--- src/rtl/core/kli_pkg.sv ---
package kli_pkg;

  localparam int SLOT_W = 3;
  localparam int TIME_W = 17;
  localparam int VAL_W  = 16;

  // Request kinds carried on s_tuser.
  localparam logic MODE_WRITE = 1'b0;
  localparam logic MODE_QUERY = 1'b1;

  // Sequencer states of the track walk.
  typedef enum logic [2:0] {
    ST_IDLE,
    ST_FETCH,
    ST_LOOK,
    ST_MUL,
    ST_DIV,
    ST_FIN
  } state_t;

  // One key write toward the key store.
  typedef struct packed {
    logic                     en;
    logic [SLOT_W-1:0]        slot;
    logic signed [TIME_W-1:0] key_time;
    logic signed [VAL_W-1:0]  key_value;
  } key_wr_t;

endpackage

--- src/rtl/core/kli_keymem.sv ---
module kli_keymem #(
  parameter int NUM_KEYS = 8
) (
  input  logic                              clk,
  input  logic                              rst,
  input  kli_pkg::key_wr_t                  wr,
  input  logic [((NUM_KEYS > 1) ? $clog2(NUM_KEYS) : 1)-1:0] rd_addr,
  output logic signed [kli_pkg::TIME_W-1:0] rd_time,
  output logic signed [kli_pkg::VAL_W-1:0]  rd_value
);

  localparam int AW = (NUM_KEYS > 1) ? $clog2(NUM_KEYS) : 1;

  logic signed [kli_pkg::TIME_W-1:0] times  [NUM_KEYS];
  logic signed [kli_pkg::VAL_W-1:0]  values [NUM_KEYS];
  logic [NUM_KEYS-1:0]               valid;
  logic [AW-1:0]                     wr_addr;
  logic                              wr_hit;

  assign wr_addr = AW'(wr.slot);
  assign wr_hit  = wr.en && (32'(wr.slot) < NUM_KEYS);

  // A slot never written reads as an end marker with a zero value.
  always_ff @(posedge clk) begin
    if (rst) begin
      valid <= '0;
    end else if (wr_hit) begin
      valid[wr_addr] <= 1'b1;
    end
  end

  always_ff @(posedge clk) begin
    if (wr_hit) begin
      times[wr_addr]  <= wr.key_time;
      values[wr_addr] <= wr.key_value;
    end
  end

  always_ff @(posedge clk) begin
    if (valid[rd_addr]) begin
      rd_time  <= times[rd_addr];
      rd_value <= values[rd_addr];
    end else begin
      rd_time  <= '1;
      rd_value <= '0;
    end
  end

endmodule

--- src/rtl/core/kli_div.sv ---
module kli_div (
  input  logic                              clk,
  input  logic                              rst,
  input  logic                              start,
  input  logic signed [2*kli_pkg::TIME_W-1:0] num,
  input  logic [kli_pkg::VAL_W-1:0]         den,
  output logic                              done,
  output logic signed [kli_pkg::VAL_W:0]    quo
);

  localparam int W  = kli_pkg::VAL_W;
  localparam int CW = $clog2(W);

  logic          busy;
  logic [CW-1:0] cnt;
  logic          neg;
  logic [W-1:0]  rem;
  logic [W-1:0]  low;
  logic [2*kli_pkg::TIME_W-1:0] mag;
  logic [W:0]    shifted;
  logic [W:0]    trial;

  // The quotient is known to fit in W bits, so the upper half of the
  // magnitude is already below the divisor and seeds the remainder.
  assign mag     = num[2*kli_pkg::TIME_W-1] ? -num : num;
  assign shifted = {rem, low[W-1]};
  assign trial   = shifted - {1'b0, den};

  always_ff @(posedge clk) begin
    if (rst) begin
      busy <= 1'b0;
      done <= 1'b0;
      cnt  <= '0;
    end else begin
      done <= 1'b0;
      if (start) begin
        busy <= 1'b1;
        cnt  <= '0;
      end else if (busy) begin
        cnt <= cnt + 1'b1;
        if (cnt == CW'(W - 1)) begin
          busy <= 1'b0;
          done <= 1'b1;
        end
      end
    end
  end

  always_ff @(posedge clk) begin
    if (start) begin
      neg <= num[2*kli_pkg::TIME_W-1];
      rem <= mag[2*W-1:W];
      low <= mag[W-1:0];
    end else if (busy) begin
      if (!trial[W]) begin
        rem <= trial[W-1:0];
        low <= {low[W-2:0], 1'b1};
      end else begin
        rem <= shifted[W-1:0];
        low <= {low[W-2:0], 1'b0};
      end
    end
  end

  assign quo = neg ? -$signed({1'b0, low}) : $signed({1'b0, low});

endmodule

--- src/rtl/core/keyframe_linear_interpolator.sv ---
// Channel | Signals                                  | Request
// input   | s_tvalid s_tready s_tdata[55:0] s_tuser  | key write (tuser 0) or query (tuser 1)
// output  | m_tvalid m_tready m_tdata[15:0]          | track value of one query
//
// A key write never leaves the idle state.
// A query visits the keys with one registered key store read each; a query time
// between two keys then takes a multiply step and the serial divider before hand-off.
// Reset marks every key slot empty; s_tready is low while a query is in work.
// A held result stalls the hand-off of the next query result, and s_tready stays low until then.
module keyframe_linear_interpolator #(
  parameter int NUM_KEYS = 8
) (
  input  logic        clk,
  input  logic        rst,
  input  logic        s_tvalid,
  output logic        s_tready,
  // [2:0] key_slot, [19:3] key_time, [35:20] key_value, [52:36] query_time, [55:53] zero
  input  logic [55:0] s_tdata,
  // [0] mode
  input  logic        s_tuser,
  output logic        m_tvalid,
  input  logic        m_tready,
  // [15:0] track_value
  output logic [15:0] m_tdata
);

  localparam int AW = (NUM_KEYS > 1) ? $clog2(NUM_KEYS) : 1;
  localparam int TW = kli_pkg::TIME_W;
  localparam int VW = kli_pkg::VAL_W;

  kli_pkg::state_t state, state_next;

  logic                 in_acc;
  logic                 out_free;
  logic                 is_query;
  logic signed [TW-1:0] in_query_time;
  kli_pkg::key_wr_t     wr;

  logic [AW-1:0]        idx;
  logic signed [TW-1:0] q;
  logic [VW-1:0]        pt;
  logic signed [VW-1:0] pv;
  logic [VW-1:0]        dq;
  logic [VW-1:0]        den;
  logic signed [VW:0]   dv;
  logic signed [2*TW-1:0] prod;
  logic signed [VW-1:0] res;

  logic signed [TW-1:0] kt;
  logic signed [VW-1:0] kv;
  logic                 div_start;
  logic                 div_done;
  logic signed [VW:0]   div_quo;

  assign s_tready      = (state == kli_pkg::ST_IDLE);
  assign in_acc        = s_tvalid && s_tready;
  assign is_query      = (s_tuser == kli_pkg::MODE_QUERY);
  assign in_query_time = $signed(s_tdata[52:36]);
  assign out_free      = !m_tvalid || m_tready;

  assign wr.en        = in_acc && !is_query;
  assign wr.slot      = s_tdata[2:0];
  assign wr.key_time  = $signed(s_tdata[19:3]);
  assign wr.key_value = $signed(s_tdata[35:20]);

  kli_keymem #(
    .NUM_KEYS (NUM_KEYS)
  ) u_keymem (
    .clk      (clk),
    .rst      (rst),
    .wr       (wr),
    .rd_addr  (idx),
    .rd_time  (kt),
    .rd_value (kv)
  );

  kli_div u_div (
    .clk   (clk),
    .rst   (rst),
    .start (div_start),
    .num   (prod),
    .den   (den),
    .done  (div_done),
    .quo   (div_quo)
  );

  always_ff @(posedge clk) begin
    if (rst) begin
      state <= kli_pkg::ST_IDLE;
    end else begin
      state <= state_next;
    end
  end

  // The product is registered at the end of the multiply cycle, so the
  // divider start strobe follows in the next cycle.
  always_ff @(posedge clk) begin
    if (rst) begin
      div_start <= 1'b0;
    end else begin
      div_start <= (state == kli_pkg::ST_MUL);
    end
  end

  always_comb begin
    state_next = state;
    unique case (state)
      kli_pkg::ST_IDLE: begin
        if (in_acc && is_query) begin
          state_next = in_query_time[TW-1] ? kli_pkg::ST_FIN : kli_pkg::ST_FETCH;
        end
      end
      kli_pkg::ST_FETCH: state_next = kli_pkg::ST_LOOK;
      kli_pkg::ST_LOOK: begin
        priority if (q == kt || kt[TW-1]) begin
          state_next = kli_pkg::ST_FIN;
        end else if (q > kt) begin
          state_next = (idx == AW'(NUM_KEYS - 1)) ? kli_pkg::ST_FIN : kli_pkg::ST_FETCH;
        end else begin
          state_next = kli_pkg::ST_MUL;
        end
      end
      kli_pkg::ST_MUL: state_next = kli_pkg::ST_DIV;
      kli_pkg::ST_DIV: begin
        if (div_done) begin
          state_next = kli_pkg::ST_FIN;
        end
      end
      kli_pkg::ST_FIN: begin
        if (out_free) begin
          state_next = kli_pkg::ST_IDLE;
        end
      end
      default: state_next = kli_pkg::ST_IDLE;
    endcase
  end

  // Walk datapath. The previous key starts out as time 0, value 0.
  always_ff @(posedge clk) begin
    unique case (state)
      kli_pkg::ST_IDLE: begin
        q   <= in_query_time;
        idx <= '0;
        pt  <= '0;
        pv  <= '0;
        res <= '0;
      end
      kli_pkg::ST_LOOK: begin
        priority if (q == kt) begin
          res <= kv;
        end else if (kt[TW-1]) begin
          res <= pv;
        end else if (q > kt) begin
          pt  <= kt[VW-1:0];
          pv  <= kv;
          idx <= idx + 1'b1;
          res <= '0;
        end else begin
          // Here pt <= q < kt, so q - pt is non-negative, kt - pt is positive, and both fit VW bits.
          dq  <= q[VW-1:0] - pt;
          den <= kt[VW-1:0] - pt;
          dv  <= {kv[VW-1], kv} - {pv[VW-1], pv};
        end
      end
      kli_pkg::ST_MUL: begin
        prod <= dv * $signed({1'b0, dq});
      end
      kli_pkg::ST_DIV: begin
        if (div_done) begin
          res <= pv + div_quo[VW-1:0];
        end
      end
      default: begin
      end
    endcase
  end

  always_ff @(posedge clk) begin
    if (rst) begin
      m_tvalid <= 1'b0;
    end else if (state == kli_pkg::ST_FIN && out_free) begin
      m_tvalid <= 1'b1;
    end else if (m_tready) begin
      m_tvalid <= 1'b0;
    end
  end

  always_ff @(posedge clk) begin
    if (state == kli_pkg::ST_FIN && out_free) begin
      m_tdata <= res;
    end
  end

  a_div_in_div: assert property (@(posedge clk) disable iff (rst)
    div_done |-> state == kli_pkg::ST_DIV)
    else $error("divider finished outside the divide step");

  a_query_busy: assert property (@(posedge clk) disable iff (rst)
    (in_acc && is_query) |=> !s_tready)
    else $error("input still ready after a query request");

  a_write_idle: assert property (@(posedge clk) disable iff (rst)
    (in_acc && !is_query) |=> state == kli_pkg::ST_IDLE)
    else $error("key write left the idle state");

  a_den_nonzero: assert property (@(posedge clk) disable iff (rst)
    state == kli_pkg::ST_MUL |-> den != '0)
    else $error("zero interval between keys reached the divider");

  a_fin_out: assert property (@(posedge clk) disable iff (rst)
    (state == kli_pkg::ST_FIN && out_free) |=> m_tvalid)
    else $error("finished query did not present a result");

endmodule

--- config.mk ---
export PLATFORM = sky130hd
export DESIGN_NAME = keyframe_linear_interpolator
export DESIGN_NICKNAME = d
export VERILOG_FILES = /design/src/rtl/core/kli_pkg.sv /design/src/rtl/core/kli_keymem.sv /design/src/rtl/core/kli_div.sv /design/src/rtl/core/keyframe_linear_interpolator.sv
export SDC_FILE = /design/constraint.sdc
export NUM_CORES = 2
export LEC_CHECK = 0
export ABC_CLOCK_PERIOD_IN_PS = 8400
export BUFFER_PORTS_ARGS = -buffer_cell sky130_fd_sc_hd__buf_2
export CORE_MARGIN = 2
export CORE_UTILIZATION = 30
export DETAILED_ROUTE_END_ITERATION = 7
export HOLD_SLACK_MARGIN = 0.1
export SKIP_CTS_REPAIR_TIMING = 1
export SYNTH_ARGS = -nofsm -noshare
export SYNTH_HDL_FRONTEND = slang
export SYNTH_SLANG_ARGS = --single-unit
export TNS_END_PERCENT = 50
--- constraint.sdc ---
create_clock -name clk -period 8.4 [get_ports clk]
set_input_delay 1.68 -clock clk [delete_from_list [all_inputs] [get_ports clk]]
set_output_delay 1.68 -clock clk [all_outputs]
set_load 0.1 [all_outputs]
==> results_dict.tcl <==
set metrics [dict create \
    status "finished, final reports clean" \
    min_to "m_tdata[5]" \
    crit_fanout 16 \
    grt_max_degree 70 \
    fin_setup_tns_ns 0 \
    max_cap_viol_count 0 \
    syn_inst 2824 \
    timing.rr.end "prod[31]" \
    end_kind "flop" \
    area_growth_pct 11.7 \
    fmax_mhz 144 \
    synth_edf_count 463 \
    grt_pass1_wl_um 117000 \
    skew_ns 0.0193 \
    wire_per_inst_um 16.2 \
    arrival_ns 7.30 \
    synth_warnings 0 \
    dr.first_iter.drc_count 1085 \
    multi_input_area_sq_mm 0.0169 \
    p_int_uw 5470 \
    fin_ws_ns 1.44 \
    routed_wl_um 71900 \
    final_hold_viol_count 0 \
    r2r_slack_ns 1.44 \
    rsz0062_at_grt "no" \
    switchingPower_uw 2530 \
    grt.overflow.total 0 \
    fillers 11182 \
    drv_slew 0 \
    ys.flop_type "edfxtp_1" \
    clock_latency_ns 0.60 \
    fp.dieH_um 340 \
    cts_tree "yes" \
    core-area_sq_mm 0.112 \
    track_usage 0.127 \
    netlist.top_cell.by_area "edfxtp_1" \
    timing.final.crit_period_ns 6.96 \
    hp-class "flop to flop" \
    detail-route-antenna-nets 0 \
    synth_seq_cells 515 \
    r2r_start "dv[10]" \
    worst-r2r-cell-count 21 \
    pwr-share-seq 0.413 \
    p_clk_frac 0.297 \
    clkSinkCount 515 \
    power_frac_comb 0.290 \
    htreeDepth 2 \
    power_density_mw_per_mm2 212 \
    finalSetupViolCount 0 \
    hp-start "res[5]" \
    portBuffers 75 \
    syn_avg_cell_area_sq_um 12.0 \
    path_class "flop to flop" \
    min_period_over_period 0.828 \
    ys_top_cells_by_area "edfxtp_1 41%, fa_1 17%, ha_1 6.9%" \
    fin_util 0.337 \
    worstMarginPinSlew_ns 1.19 \
    start_util 0.302 \
    worst_setup_path_start_kind "flop" \
    hpwl_um 52600 \
    drtPass1Iterations 5 \
    clockBufferDepth 3 \
    cts-root-buf "clkbuf_16" \
    fin_cells 4433 \
    dpl.cell_count 4339 \
    whs_path_depth 0 \
    synth_seq_area_share 0.442 \
    layout.nets 3422 \
    p_sw_frac 0.316 \
    syn_area_sq_mm 0.0338 \
    rows 123 \
    grt_pass1_vias 21450 \
    synth_top_area_share 0.411 \
    die_width_um 340 \
    relSlewSlack 0.201 \
    cts_made_buffers 50 \
    startpoint "dv[10]" \
    ir_worst_vdd_mv 0.180 \
    leakage_uw 0.0153 \
    regArea_sq_mm 0.0149 \
    crit_required_ns 8.74 \
    synth_cell_type_count 71 \
    gp_congestion 0.813 \
    vias 20388 \
    antenna_found_initial 8 \
    synthArstFlopShare 0 \
    avgViaCountPerCell 4.60 \
    clkTransAtPathRegs_ns 0.07 \
    drive_gt1_frac 0.0969 \
    syn-num-nets 3355 \
    die_area_sq_mm 0.115 \
    pre_cts_ws_ns 1.43 \
    route.detailed.drc 0 \
    ioPinCount 79 \
]
-- sequential cells by signal, indices dropped and copies added (netlist names), 4 cells and up --
name               cells
m_tdata               16
u_keymem.times       136
u_div.low             16
u_keymem.valid         8
q                     17
u_keymem.rd_time      17
dv                    17
res                   16
prod                  33
pt                    16
u_div.rem             16
dq                    16
u_keymem.values      128
den                   16
u_keymem.rd_value     16
u_div.cnt              4
pv                    16
-- power groups by stage --
stage	Combinational [uW]	Sequential, uW	Clock [uW]
6_report	2320	3300	2380
5_1_grt	2580	3320	2520
4_1_cts	2340	3300	2440
3_5_place_dp	2330	3360	0
3_3_place_gp	2300	3350	0
2_1_floorplan	1680	3330	0
-- through the flow --
step | cell area (sq um) | hold WS (ns) | total power [uW]
after floorplan | 33800 | 0.400 | 5010
after global placement | 36000 | 0.404 | 5660
after detailed placement | 36000 | 0.407 | 5690
after CTS | 37700 | 0.423 | 8080
after global routing | 37700 | 0.427 | 8430
final | 37800 | 0.420 | 8000
-- final cells by class --
cell class,count,area share
repair buffers,103,0.0155
clock buffers,62,0.0349
well taps,1500,0.0497
multi-input cells,1763,0.447
flip-flops and latches,515,0.396
clock inverters,30,0.0110
diodes,2,0.000133
inverters,458,0.0455
-- layout by cell type (no fill, tap or decap), types with 8 or more instances in the layout --
cell / instances
o21a_1: 16
nand4_1: 8
mux4_2: 68
o21ai_0: 54
nor3_1: 31
nor2_1: 143
buf_2: 75
clkbuf_16: 50
and3_1: 30
o41ai_1: 15
a21oi_1: 84
xnor2_1: 108
nand3_1: 41
xor2_1: 33
ha_1: 186
nand2_1: 269
nand2b_1: 21
mux2i_1: 50
dfxtp_1: 51
o21ai_1: 9
or3_1: 12
a21o_1: 25
inv_1: 458
o31ai_1: 12
and2_1: 122
nor2b_1: 18
buf_4: 28
o211ai_1: 17
bufinv_16: 8
edfxtp_1: 463
clkbuf_1: 10
fa_1: 284
-- how the worst max path moves through the flow --
stage | slack (ns) | endpoint | depth (start not counted)
after floorplan | 0.94 | u_keymem.times[1][0] | 4
after global placement | 1.44 | prod[31] | 21
after detailed placement | 1.43 | prod[31] | 21
after CTS | 1.37 | prod[31] | 19
after global routing | 1.08 | prod[31] | 21
final | 1.44 | prod[31] | 21
-- cells by family (layout without fill, tap and decap cells) --
| family | count (synthesis) | count (layout) | share of synthesized area |
|---|---|---|---|
| buffers and inverters | 546 | 653 | 0.0607 |
| multiplexers | 122 | 122 | 0.0615 |
| AND/OR/NAND/NOR | 733 | 733 | 0.104 |
| other | 0 | 2 | 0 |
| adder cells (fa/ha/maj) | 470 | 470 | 0.237 |
| XOR/XNOR | 142 | 142 | 0.0370 |
| flip-flops | 515 | 515 | 0.442 |
| AO/OA/AOI/OAI | 296 | 296 | 0.0572 |
-- worst max-delay path, cell delays in order (launching register included) --
cell and delay (ns):
edfxtp_1 0.71, and2_1 0.32, fa_1 0.53, inv_1 0.05, fa_1 0.54, inv_1 0.05
fa_1 0.49, inv_1 0.05, fa_1 0.59, fa_1 0.45, fa_1 0.50, inv_1 0.05
ha_1 0.35, a21oi_1 0.16, o21ai_0 0.12, a31oi_1 0.22, nand2_1 0.19, a211oi_1 0.53
o211ai_1 0.27, a21o_1 0.23, a21oi_1 0.17, xnor2_1 0.10
-- synth_stat cells, types with 54 or more instances --
master / instances
nand2_1: 269
and2_1: 122
a21oi_1: 84
fa_1: 284
ha_1: 186
clkbuf_1: 74
edfxtp_1: 463
o21ai_0: 54
xnor2_1: 108
nor2_1: 149
inv_1: 458
mux4_2: 68
-- per-layer routing --
layer / GRT usage / vias up / part of all wire
li1: - / 9660 / -
met1: 0.163 / 10236 / 0.44
met4: 0.0407 / 8 / 0.031
met5: 0 / - / 0.00074
met2: 0.219 / 371 / 0.49
met3: 0.0189 / 113 / 0.040
Note: power is estimated with default switching activity, not from simulation.
